$ cat src/rtl/qspc_pkg.sv
package qspc_pkg;

    localparam int RUNTIME_W  = 64;
    localparam int ELAPSED_W  = 32;
    localparam int QUOTA_W    = 10;
    localparam int LOAD_P_W   = 15;
    localparam int STORE_P_W  = 21;
    localparam int USAGE_W    = 32;
    localparam int LOAD_IDX_W = 6;
    localparam int STORE_IDX_W = 3;
    localparam int USED_W     = 40;
    localparam int SCALED_W   = 43;
    localparam int DIV_CNT_W  = 6;

    // divide by five as a multiply by ceil(2^37 / 5), exact below 5 * 2^32
    localparam int RECIP_W     = 35;
    localparam int RECIP_SPLIT = 17;
    localparam int RECIP_SHIFT = 37;
    localparam logic [RECIP_W-1:0]  DIV5_RECIP       = 35'd27487790695;
    localparam logic [SCALED_W-1:0] SMOOTH_SAT_BOUND = 43'd21474836480;

    localparam int S_DATA_W = 96;
    localparam int M_DATA_W = 72;

    localparam int DEF_NUM_LOAD_PERIODS  = 35;
    localparam int DEF_NUM_STORE_PERIODS = 5;
    localparam int DEF_LOAD_START_INDEX  = 10;

    localparam int LOAD_TABLE_SIZE  = 35;
    localparam int STORE_TABLE_SIZE = 5;

    localparam logic [QUOTA_W-1:0]   USAGE_MARGIN = 10'd5;

    localparam logic [LOAD_P_W-1:0] LOAD_TABLE [LOAD_TABLE_SIZE] = '{
        15'd53,    15'd101,   15'd127,   15'd149,   15'd173,   15'd199,   15'd293,
        15'd401,   15'd499,   15'd599,   15'd701,   15'd797,   15'd907,   15'd997,
        15'd1201,  15'd1399,  15'd1601,  15'd1801,  15'd1999,  15'd2503,  15'd3001,
        15'd3499,  15'd4001,  15'd4507,  15'd4999,  15'd6007,  15'd7001,  15'd7993,
        15'd9001,  15'd10007, 15'd12007, 15'd13999, 15'd16001, 15'd17989, 15'd19997
    };

    localparam logic [STORE_P_W-1:0] STORE_TABLE [STORE_TABLE_SIZE] = '{
        21'd100003, 21'd300007, 21'd600011, 21'd1000003, 21'd1500003
    };

    typedef enum logic [2:0] {
        ST_IDLE,
        ST_CHECK,
        ST_DIV,
        ST_SCALE,
        ST_MUL_LO,
        ST_MUL_HI,
        ST_UPDATE,
        ST_OUT
    } t_state;

    typedef struct packed {
        logic load_in;
        logic prime;
        logic div_first;
        logic scale;
        logic mul_lo;
        logic mul_hi;
        logic update;
        logic out_load;
    } t_cmd;

    typedef struct packed {
        logic quota_zero;
        logic primed;
        logic elapsed_zero;
        logic avg_zero;
        logic div_done;
        logic out_free;
    } t_sts;

endpackage

$ cat src/rtl/quota_sampling_period_control.sv
// channel   direction  handshake              payload
// s         in         i_s_tvalid/o_s_tready  i_s_tdata: runtime_ns, interval_us
// m         out        o_m_tvalid/i_m_tready  o_m_tdata: ld_period, st_period,
//                                             period_changed, smoothed_usage
// cfg       in         i_cfg_wen              i_cfg_wdata: cpu_quota_permille
//
// one item at a time, accepted only while idle; an item with a zero old average
// skips the scaling and multiply steps, and an ignored, priming or zero-quota
// item goes straight to the output step; the run-time quotient comes from the
// 64-step restoring divider; the divide by ten is a two-half reciprocal multiply
// reset is synchronous and active low; no clearing pass
// the result sits in an output register, so a stalled output only holds up the
// following item at its final step
module quota_sampling_period_control #(
    parameter int NUM_LOAD_PERIODS  = qspc_pkg::DEF_NUM_LOAD_PERIODS,
    parameter int NUM_STORE_PERIODS = qspc_pkg::DEF_NUM_STORE_PERIODS,
    parameter int LOAD_START_INDEX  = qspc_pkg::DEF_LOAD_START_INDEX
) (
    input  logic                           i_clk,
    input  logic                           i_rst_n,
    input  logic                           i_cfg_wen,
    input  logic [qspc_pkg::QUOTA_W-1:0]   i_cfg_wdata,
    input  logic                           i_s_tvalid,
    output logic                           o_s_tready,
    // runtime_ns [63:0], interval_us [95:64]
    input  logic [qspc_pkg::S_DATA_W-1:0]  i_s_tdata,
    output logic                           o_m_tvalid,
    input  logic                           i_m_tready,
    // ld_period [14:0], st_period [35:15], period_changed [36],
    // smoothed_usage [68:37], zero [71:69]
    output logic [qspc_pkg::M_DATA_W-1:0]  o_m_tdata
);
    import qspc_pkg::*;

    t_cmd cmd;
    t_sts sts;

    qspc_ctrl u_ctrl (
        .i_clk      (i_clk),
        .i_rst_n    (i_rst_n),
        .i_s_tvalid (i_s_tvalid),
        .o_s_tready (o_s_tready),
        .i_sts      (sts),
        .o_cmd      (cmd)
    );

    qspc_dp #(
        .NUM_LOAD_PERIODS  (NUM_LOAD_PERIODS),
        .NUM_STORE_PERIODS (NUM_STORE_PERIODS),
        .LOAD_START_INDEX  (LOAD_START_INDEX)
    ) u_dp (
        .i_clk       (i_clk),
        .i_rst_n     (i_rst_n),
        .i_cfg_wen   (i_cfg_wen),
        .i_cfg_wdata (i_cfg_wdata),
        .i_s_tdata   (i_s_tdata),
        .o_m_tvalid  (o_m_tvalid),
        .i_m_tready  (i_m_tready),
        .o_m_tdata   (o_m_tdata),
        .i_cmd       (cmd),
        .o_sts       (sts)
    );

endmodule

$ cat src/rtl/qspc_ctrl.sv
module qspc_ctrl (
    input  logic            i_clk,
    input  logic            i_rst_n,
    input  logic            i_s_tvalid,
    output logic            o_s_tready,
    input  qspc_pkg::t_sts  i_sts,
    output qspc_pkg::t_cmd  o_cmd
);
    import qspc_pkg::*;

    t_state r_state;
    t_state n_state;
    logic   s_accept;

    assign s_accept = i_s_tvalid && (r_state == ST_IDLE);

    always_ff @(posedge i_clk) begin
        if (!i_rst_n) begin
            r_state <= ST_IDLE;
        end else begin
            r_state <= n_state;
        end
    end

    always_comb begin
        n_state = r_state;
        case (r_state)
            ST_IDLE: begin
                if (s_accept) n_state = ST_CHECK;
            end
            ST_CHECK: begin
                if (i_sts.quota_zero || !i_sts.primed || i_sts.elapsed_zero) begin
                    n_state = ST_OUT;
                end else begin
                    n_state = ST_DIV;
                end
            end
            ST_DIV: begin
                if (i_sts.div_done) n_state = i_sts.avg_zero ? ST_UPDATE : ST_SCALE;
            end
            ST_SCALE:  n_state = ST_MUL_LO;
            ST_MUL_LO: n_state = ST_MUL_HI;
            ST_MUL_HI: n_state = ST_UPDATE;
            ST_UPDATE: n_state = ST_OUT;
            ST_OUT: begin
                if (i_sts.out_free) n_state = ST_IDLE;
            end
            default:   n_state = ST_IDLE;
        endcase
    end

    always_comb begin
        o_cmd      = '0;
        o_s_tready = 1'b0;
        case (r_state)
            ST_IDLE: begin
                o_s_tready    = 1'b1;
                o_cmd.load_in = s_accept;
            end
            ST_CHECK: begin
                if (!i_sts.quota_zero) begin
                    o_cmd.prime     = !i_sts.primed;
                    o_cmd.div_first = i_sts.primed && !i_sts.elapsed_zero;
                end
            end
            ST_SCALE:  o_cmd.scale    = 1'b1;
            ST_MUL_LO: o_cmd.mul_lo   = 1'b1;
            ST_MUL_HI: o_cmd.mul_hi   = 1'b1;
            ST_UPDATE: o_cmd.update   = 1'b1;
            ST_OUT:    o_cmd.out_load = i_sts.out_free;
            default: begin
                o_cmd = '0;
            end
        endcase
    end

endmodule

$ cat src/rtl/qspc_dp.sv
module qspc_dp #(
    parameter int NUM_LOAD_PERIODS  = qspc_pkg::DEF_NUM_LOAD_PERIODS,
    parameter int NUM_STORE_PERIODS = qspc_pkg::DEF_NUM_STORE_PERIODS,
    parameter int LOAD_START_INDEX  = qspc_pkg::DEF_LOAD_START_INDEX
) (
    input  logic                           i_clk,
    input  logic                           i_rst_n,
    input  logic                           i_cfg_wen,
    input  logic [qspc_pkg::QUOTA_W-1:0]   i_cfg_wdata,
    input  logic [qspc_pkg::S_DATA_W-1:0]  i_s_tdata,
    output logic                           o_m_tvalid,
    input  logic                           i_m_tready,
    output logic [qspc_pkg::M_DATA_W-1:0]  o_m_tdata,
    input  qspc_pkg::t_cmd                 i_cmd,
    output qspc_pkg::t_sts                 o_sts
);
    import qspc_pkg::*;

    localparam int LOAD_LAST  =
        (NUM_LOAD_PERIODS < LOAD_TABLE_SIZE ? NUM_LOAD_PERIODS : LOAD_TABLE_SIZE) - 1;
    localparam int STORE_LAST =
        (NUM_STORE_PERIODS < STORE_TABLE_SIZE ? NUM_STORE_PERIODS : STORE_TABLE_SIZE) - 1;
    localparam int PLO_W  = RECIP_SPLIT + RECIP_W;
    localparam int PHI_W  = 2 * RECIP_W - RECIP_SPLIT;
    localparam int PROD_W = 2 * RECIP_W;

    logic [QUOTA_W-1:0]     r_quota;
    logic [RUNTIME_W-1:0]   r_runtime;
    logic [ELAPSED_W-1:0]   r_elapsed;
    logic [RUNTIME_W-1:0]   r_last_runtime;
    logic                   r_primed;
    logic [USAGE_W-1:0]     r_avg;
    logic [LOAD_IDX_W-1:0]  r_load_idx;
    logic [STORE_IDX_W-1:0] r_store_idx;
    logic                   r_changed;

    // restoring divider for the run-time quotient, one quotient bit per cycle
    logic [RUNTIME_W-1:0]   r_quo;
    logic [ELAPSED_W-1:0]   r_rem;
    logic [ELAPSED_W-1:0]   r_dvs;
    logic [DIV_CNT_W-1:0]   r_cnt;
    logic                   r_busy;
    logic [PLO_W-1:0]       r_plo;

    logic                   r_m_valid;
    logic [LOAD_P_W-1:0]    r_load_p;
    logic [STORE_P_W-1:0]   r_store_p;
    logic                   r_m_changed;
    logic [USAGE_W-1:0]     r_m_usage;

    logic [ELAPSED_W:0]     trial;
    logic                   trial_ge;
    logic [USED_W-1:0]      used_c;
    logic [SCALED_W-1:0]    scaled;
    logic [PLO_W-1:0]       mul_lo_c;
    logic [PHI_W-1:0]       mul_hi_c;
    logic [PROD_W-1:0]      recip_sum;
    logic                   smooth_sat;
    logic [USAGE_W-1:0]     smooth;
    logic [QUOTA_W:0]       upper;
    logic [QUOTA_W-1:0]     lower;
    logic                   go_up;
    logic                   go_down;
    logic [LOAD_IDX_W-1:0]  load_sel;
    logic [STORE_IDX_W-1:0] store_sel;
    logic                   out_free;

    assign trial    = {r_rem, r_quo[RUNTIME_W-1]};
    assign trial_ge = trial >= {1'b0, r_dvs};

    // (8 * used + 2 * avg) / 10 taken as (4 * used + avg) / 5
    assign used_c = (|r_quo[RUNTIME_W-1:USED_W]) ? '1 : r_quo[USED_W-1:0];
    assign scaled = {1'b0, used_c, 2'b00} + {(SCALED_W-USAGE_W)'(0), r_avg};

    // reciprocal product in two halves of the dividend, one per cycle
    assign mul_lo_c   = PLO_W'(r_quo[RECIP_SPLIT-1:0]) * PLO_W'(DIV5_RECIP);
    assign mul_hi_c   = PHI_W'(r_quo[RECIP_W-1:RECIP_SPLIT]) * PHI_W'(DIV5_RECIP);
    assign recip_sum  = {mul_hi_c, RECIP_SPLIT'(0)} + {(PROD_W-PLO_W)'(0), r_plo};
    assign smooth_sat = r_quo[SCALED_W-1:0] >= SMOOTH_SAT_BOUND;

    assign smooth = (|r_quo[RUNTIME_W-1:USAGE_W]) ? '1 : r_quo[USAGE_W-1:0];

    assign upper = {1'b0, r_quota} + {1'b0, USAGE_MARGIN};
    assign lower = (r_quota > USAGE_MARGIN) ? r_quota - USAGE_MARGIN : '0;

    assign go_up   = (smooth > USAGE_W'(upper)) &&
                     (({1'b0, r_load_idx} + 7'd1) < 7'(NUM_LOAD_PERIODS));
    assign go_down = !go_up && (smooth < USAGE_W'(lower)) && (r_load_idx != '0);

    assign load_sel  = (int'(r_load_idx) > LOAD_LAST) ? LOAD_IDX_W'(LOAD_LAST) : r_load_idx;
    assign store_sel = (int'(r_store_idx) > STORE_LAST) ? STORE_IDX_W'(STORE_LAST)
                                                        : r_store_idx;

    assign out_free = !r_m_valid || i_m_tready;

    always_ff @(posedge i_clk) begin
        if (!i_rst_n) begin
            r_quota <= '0;
        end else if (i_cfg_wen) begin
            r_quota <= i_cfg_wdata;
        end
    end

    always_ff @(posedge i_clk) begin
        if (i_cmd.load_in) begin
            r_runtime <= i_s_tdata[RUNTIME_W-1:0];
            r_elapsed <= i_s_tdata[RUNTIME_W +: ELAPSED_W];
        end
    end

    always_ff @(posedge i_clk) begin
        if (!i_rst_n) begin
            r_last_runtime <= '0;
            r_primed       <= 1'b0;
            r_avg          <= '0;
            r_load_idx     <= LOAD_IDX_W'(LOAD_START_INDEX);
            r_store_idx    <= '0;
            r_changed      <= 1'b0;
        end else begin
            if (i_cmd.load_in) r_changed <= 1'b0;
            if (i_cmd.prime) begin
                r_last_runtime <= r_runtime;
                r_primed       <= 1'b1;
            end
            if (i_cmd.update) begin
                r_last_runtime <= r_runtime;
                r_avg          <= smooth;
                r_changed      <= go_up || go_down;
                if (go_up) begin
                    r_load_idx <= r_load_idx + 1'b1;
                    if (({1'b0, r_store_idx} + 4'd1) < 4'(NUM_STORE_PERIODS)) begin
                        r_store_idx <= r_store_idx + 1'b1;
                    end
                end else if (go_down) begin
                    r_load_idx <= r_load_idx - 1'b1;
                    if (r_store_idx != '0) r_store_idx <= r_store_idx - 1'b1;
                end
            end
        end
    end

    always_ff @(posedge i_clk) begin
        if (!i_rst_n) begin
            r_busy <= 1'b0;
            r_cnt  <= '0;
        end else if (i_cmd.div_first) begin
            r_busy <= 1'b1;
            r_cnt  <= '0;
        end else if (r_busy) begin
            r_cnt <= r_cnt + 1'b1;
            if (r_cnt == '1) r_busy <= 1'b0;
        end
    end

    always_ff @(posedge i_clk) begin
        if (i_cmd.div_first) begin
            r_quo <= r_runtime - r_last_runtime;
            r_rem <= '0;
            r_dvs <= r_elapsed;
        end else if (i_cmd.scale) begin
            r_quo <= {(RUNTIME_W-SCALED_W)'(0), scaled};
        end else if (i_cmd.mul_hi) begin
            r_quo <= smooth_sat ? '1
                                : {(RUNTIME_W-USAGE_W)'(0), recip_sum[RECIP_SHIFT +: USAGE_W]};
        end else if (r_busy) begin
            r_quo <= {r_quo[RUNTIME_W-2:0], trial_ge};
            r_rem <= trial_ge ? ELAPSED_W'(trial - {1'b0, r_dvs}) : trial[ELAPSED_W-1:0];
        end
    end

    always_ff @(posedge i_clk) begin
        if (i_cmd.mul_lo) begin
            r_plo <= mul_lo_c;
        end
    end

    always_ff @(posedge i_clk) begin
        if (!i_rst_n) begin
            r_m_valid <= 1'b0;
        end else if (i_cmd.out_load) begin
            r_m_valid <= 1'b1;
        end else if (i_m_tready) begin
            r_m_valid <= 1'b0;
        end
    end

    always_ff @(posedge i_clk) begin
        if (i_cmd.out_load) begin
            r_load_p    <= LOAD_TABLE[load_sel];
            r_store_p   <= STORE_TABLE[store_sel];
            r_m_changed <= r_changed;
            r_m_usage   <= r_avg;
        end
    end

    assign o_m_tvalid = r_m_valid;
    assign o_m_tdata  = {3'b000, r_m_usage, r_m_changed, r_store_p, r_load_p};

    always_comb begin
        o_sts.quota_zero   = (r_quota == '0);
        o_sts.primed       = r_primed;
        o_sts.elapsed_zero = (r_elapsed == '0);
        o_sts.avg_zero     = (r_avg == '0);
        o_sts.div_done     = r_busy && (r_cnt == '1);
        o_sts.out_free     = out_free;
    end

endmodule
$ cat config.mk
export PLATFORM = sky130hd
export DESIGN_NAME = quota_sampling_period_control
export DESIGN_NICKNAME = d
export VERILOG_FILES = /design/src/rtl/qspc_pkg.sv /design/src/rtl/quota_sampling_period_control.sv /design/src/rtl/qspc_ctrl.sv /design/src/rtl/qspc_dp.sv
export SDC_FILE = /design/constraint.sdc
export NUM_CORES = 2
export LEC_CHECK = 0
export ABC_AREA = 0
export BUFFER_PORTS_ARGS = -buffer_cell sky130_fd_sc_hd__buf_4
export CAP_MARGIN = 40
export CORE_AREA = 2 2 347 383
export CTS_CLUSTER_DIAMETER = 40
export CTS_CLUSTER_SIZE = 14
export DETAILED_ROUTE_END_ITERATION = 16
export DIE_AREA = 0 0 349 385
export HOLD_SLACK_MARGIN = 0.12
export PLACE_DENSITY = 0.43
export RECOVER_POWER = 100
export SYNTH_ARGS = -nofsm -noshare
export SYNTH_HDL_FRONTEND = slang
export SYNTH_HIERARCHICAL = 1
export SYNTH_SLANG_ARGS = --single-unit
$ cat constraint.sdc
create_clock -name i_clk -period 20.9 [get_ports i_clk]
set_clock_uncertainty 0.1 [all_clocks]
set_input_delay 1.045 -clock i_clk [delete_from_list [all_inputs] [get_ports i_clk]]
set_output_delay 1.045 -clock i_clk [all_outputs]
set_load 0.05 [all_outputs]
==> results.py <==
metrics = {
    "synth": {
        "seq_area_frac_synth": 0.304,
        "synth_largest_area_cell": "edfxtp_1",
        "synth-async-reset-ratio": 0,
        "synth.area.top_cells": "edfxtp_1, ha_1, fa_1",
        "synth.distinct_cells": 105,
        "ys_ff_latch": 447,
        "synth_edf_count": 287,
        "syn-cell-area_sq_um": 38900,
        "synth_ff_type": "edfxtp_1",
        "syn_inst": 4203,
        "yosys.area.top_type_share": 0.221,
        "yosysWarnings": 6,
        "syn_avg_cell_area_sq_um": 9.26,
    },
    "worst_setup_path": {
        "cp-start-kind": "register",
        "cp_top_family": "adder cells",
        "cp_slowest_stage_delay_ns": 0.73,
        "worstPathRequired_ns": 21.18,
        "critPathSlowestCell": "fa_1",
        "crit_type": "register to register",
        "arrival_ns": 9.91,
        "path_max_fanout": 10,
        "crit_path_end_kind": "register",
        "path_buf_inv": 3,
    },
    "sta": {
        "hold_viol": 0,
        "fin_crit_ns": 9.63,
        "setup_violations": 0,
        "worst_pin_slew_ns": 3.71,
        "tns_ns": 0,
        "fin_hold_ws_ns": 0.305,
        "max_slew_margin": -1.47,
        "rsz0062_at_grt": "no",
        "final-max-slew-violation-count": 526,
        "fmax_ghz": 0.104,
        "fin_crit_sh": 0.461,
    },
    "cts": {
        "cts_tree": "yes",
        "ctsResizeCount": 0,
        "cts.sinks": 447,
        "ctsHoldBuffers": 0,
        "root_buffer": "clkbuf_16",
        "cts_setup_buffers": 0,
        "h-tree-depth": 3,
        "cts_buffers": 91,
        "clockBufferDepth": 3,
        "clk_latency_ns": 0.71,
        "path_clk_slew_ns": 0.06,
    },
    "floorplan": {
        "die_h_um": 385,
        "die_w_um": 349,
        "initial_core_util": 0.299,
        "rows": 139,
        "io-pin-count": 185,
        "fp.dieArea_sq_um": 134000,
        "core_sq_um": 130000,
    },
    "routing": {
        "drtIter0Drc": 2041,
        "antenna_left": 0,
        "viasPerCell": 5.02,
        "drt-total-wl_mm": 124,
        "drtPass1Iterations": 6,
        "vias": 30633,
        "drc": 0,
        "wl_per_cell_um": 20.3,
    },
    "layout": {
        "layoutNonFillerInstCount": 6108,
        "syn_to_final_growth_pct": 15.2,
        "fin_util": 0.344,
        "fillers": 13460,
        "fin_nets": 5143,
        "drive_above_1_share": 0.0786,
    },
    "global_route": {
        "grt_max_degree": 74,
        "track_usage": 0.183,
        "grt_pass1_wl_mm": 189,
        "antenna_found_initial": 0,
        "gr-total-overflow": 0,
        "grt_pass1_vias": 30516,
    },
    "placement": {
        "dp.cells": 5935,
        "gp_congestion": 0.895,
        "io_buffers": 175,
        "post-dp-hpwl_mm": 99.0,
    },
    "status": {
        "violations": "capacitance limit, slew limit",
        "status": "finished, violations left",
    },
    "worst_hold_path": {
        "hold_class": "register to register",
    },
    "run": {
        "drv_cap": 13,
    },
}
-- layout by cell type, fill, tap and decap left out, drive strengths merged, types with 46 or more instances in the layout --
cell and n:
a31oi 59, nor2 255, nand3 61, xor2 102, xnor2 136, ha 480
a21o 101, inv 540, edfxtp 287, fa 215, a21oi 345, nand2b 46
dfxtp 160, nand2 408, clkbuf 277, o21ai 208
-- cell usage after synthesis, types with 36 or more instances --
master and n:
inv_1 515, ha_1 480, nand2_1 407, a21oi_1 339
edfxtp_1 287, nor2_1 254, fa_1 215, o21ai_0 198
dfxtp_1 160, xnor2_1 136, clkbuf_1 126, a21o_1 101
xor2_1 101, nand3_1 60, a31oi_1 58, nand2b_1 46
nand4_1 45, nor3_1 43, a311oi_1 41, a211oi_1 37
nor2b_1 36
-- metrics by stage --
| stage | area, sq um | worst slack (ns) |
|---|---|---|
| finish | 44900 | 11.27 |
| global route | 44900 | 10.76 |
| CTS | 45300 | 11.44 |
| detailed placement | 42100 | 11.54 |
| global placement | 41900 | 11.70 |
| floorplan | 39000 | 12.59 |
-- final timing paths --
check | start | endpoint | slack, ns | cells past startpoint
worst max-delay path | u_dp/r_quo[30] | u_dp/r_quo[27] | 11.27 | 28
worst min-delay path | u_dp/r_changed | u_dp/r_m_changed | 0.31 | 0
worst max register to register | u_dp/r_quo[30] | u_dp/r_quo[27] | 11.27 | 28
worst min register to register | u_dp/r_changed | u_dp/r_m_changed | 0.31 | 0
-- layer usage --
layer,vias to the layer above,global-route usage,wire (um),share of wire
met5,-,0,0,0
met3,130,0.0309,6040,0.049
met1,14766,0.252,57700,0.47
met4,0,0.0461,2810,0.023
li1,15076,-,-,-
met2,661,0.297,57200,0.46
-- cell type report --
class	instances	area (sq um)	share of cell area
multi-input combinational	3072	24400	0.545
sequential	447	11800	0.263
clock buffer	102	2360	0.0526
tap	1692	2120	0.0472
inverter	516	1940	0.0432
timing repair buffer	209	1350	0.0301
clock inverter	69	836	0.0186
antenna	1	2.50	0.0000558
-- state kept, by name, summed over array words and instances, names as in the netlist, 13 cells and up --
signal,count
u_dp/r_rem,32
u_dp/r_elapsed,32
u_dp/r_runtime,64
u_dp/r_avg,32
u_dp/r_store_p,13
u_dp/r_last_runtime,64
u_dp/r_plo,35
u_dp/r_dvs,32
u_dp/r_load_p,14
u_dp/r_m_usage,32
u_dp/r_quo,64
-- kinds of logic (layout without fill, tap and decap cells) --
group / count (synthesis) / in the layout / synth area share
adders and majority gates: 695 / 695 / 0.265
muxes: 23 / 23 / 0.00598
DFF: 447 / 447 / 0.304
and+or+nand+nor: 1032 / 1032 / 0.123
buffers and inverters: 691 / 896 / 0.0691
other: 2 / 10 / 0.000193
xor gates and xnor gates: 238 / 238 / 0.0537
AOI/OAI and AO/OA: 1075 / 1075 / 0.180
Power is not shown: default switching activity piles up to over one toggle a cycle in this logic, so the estimate is an artifact.
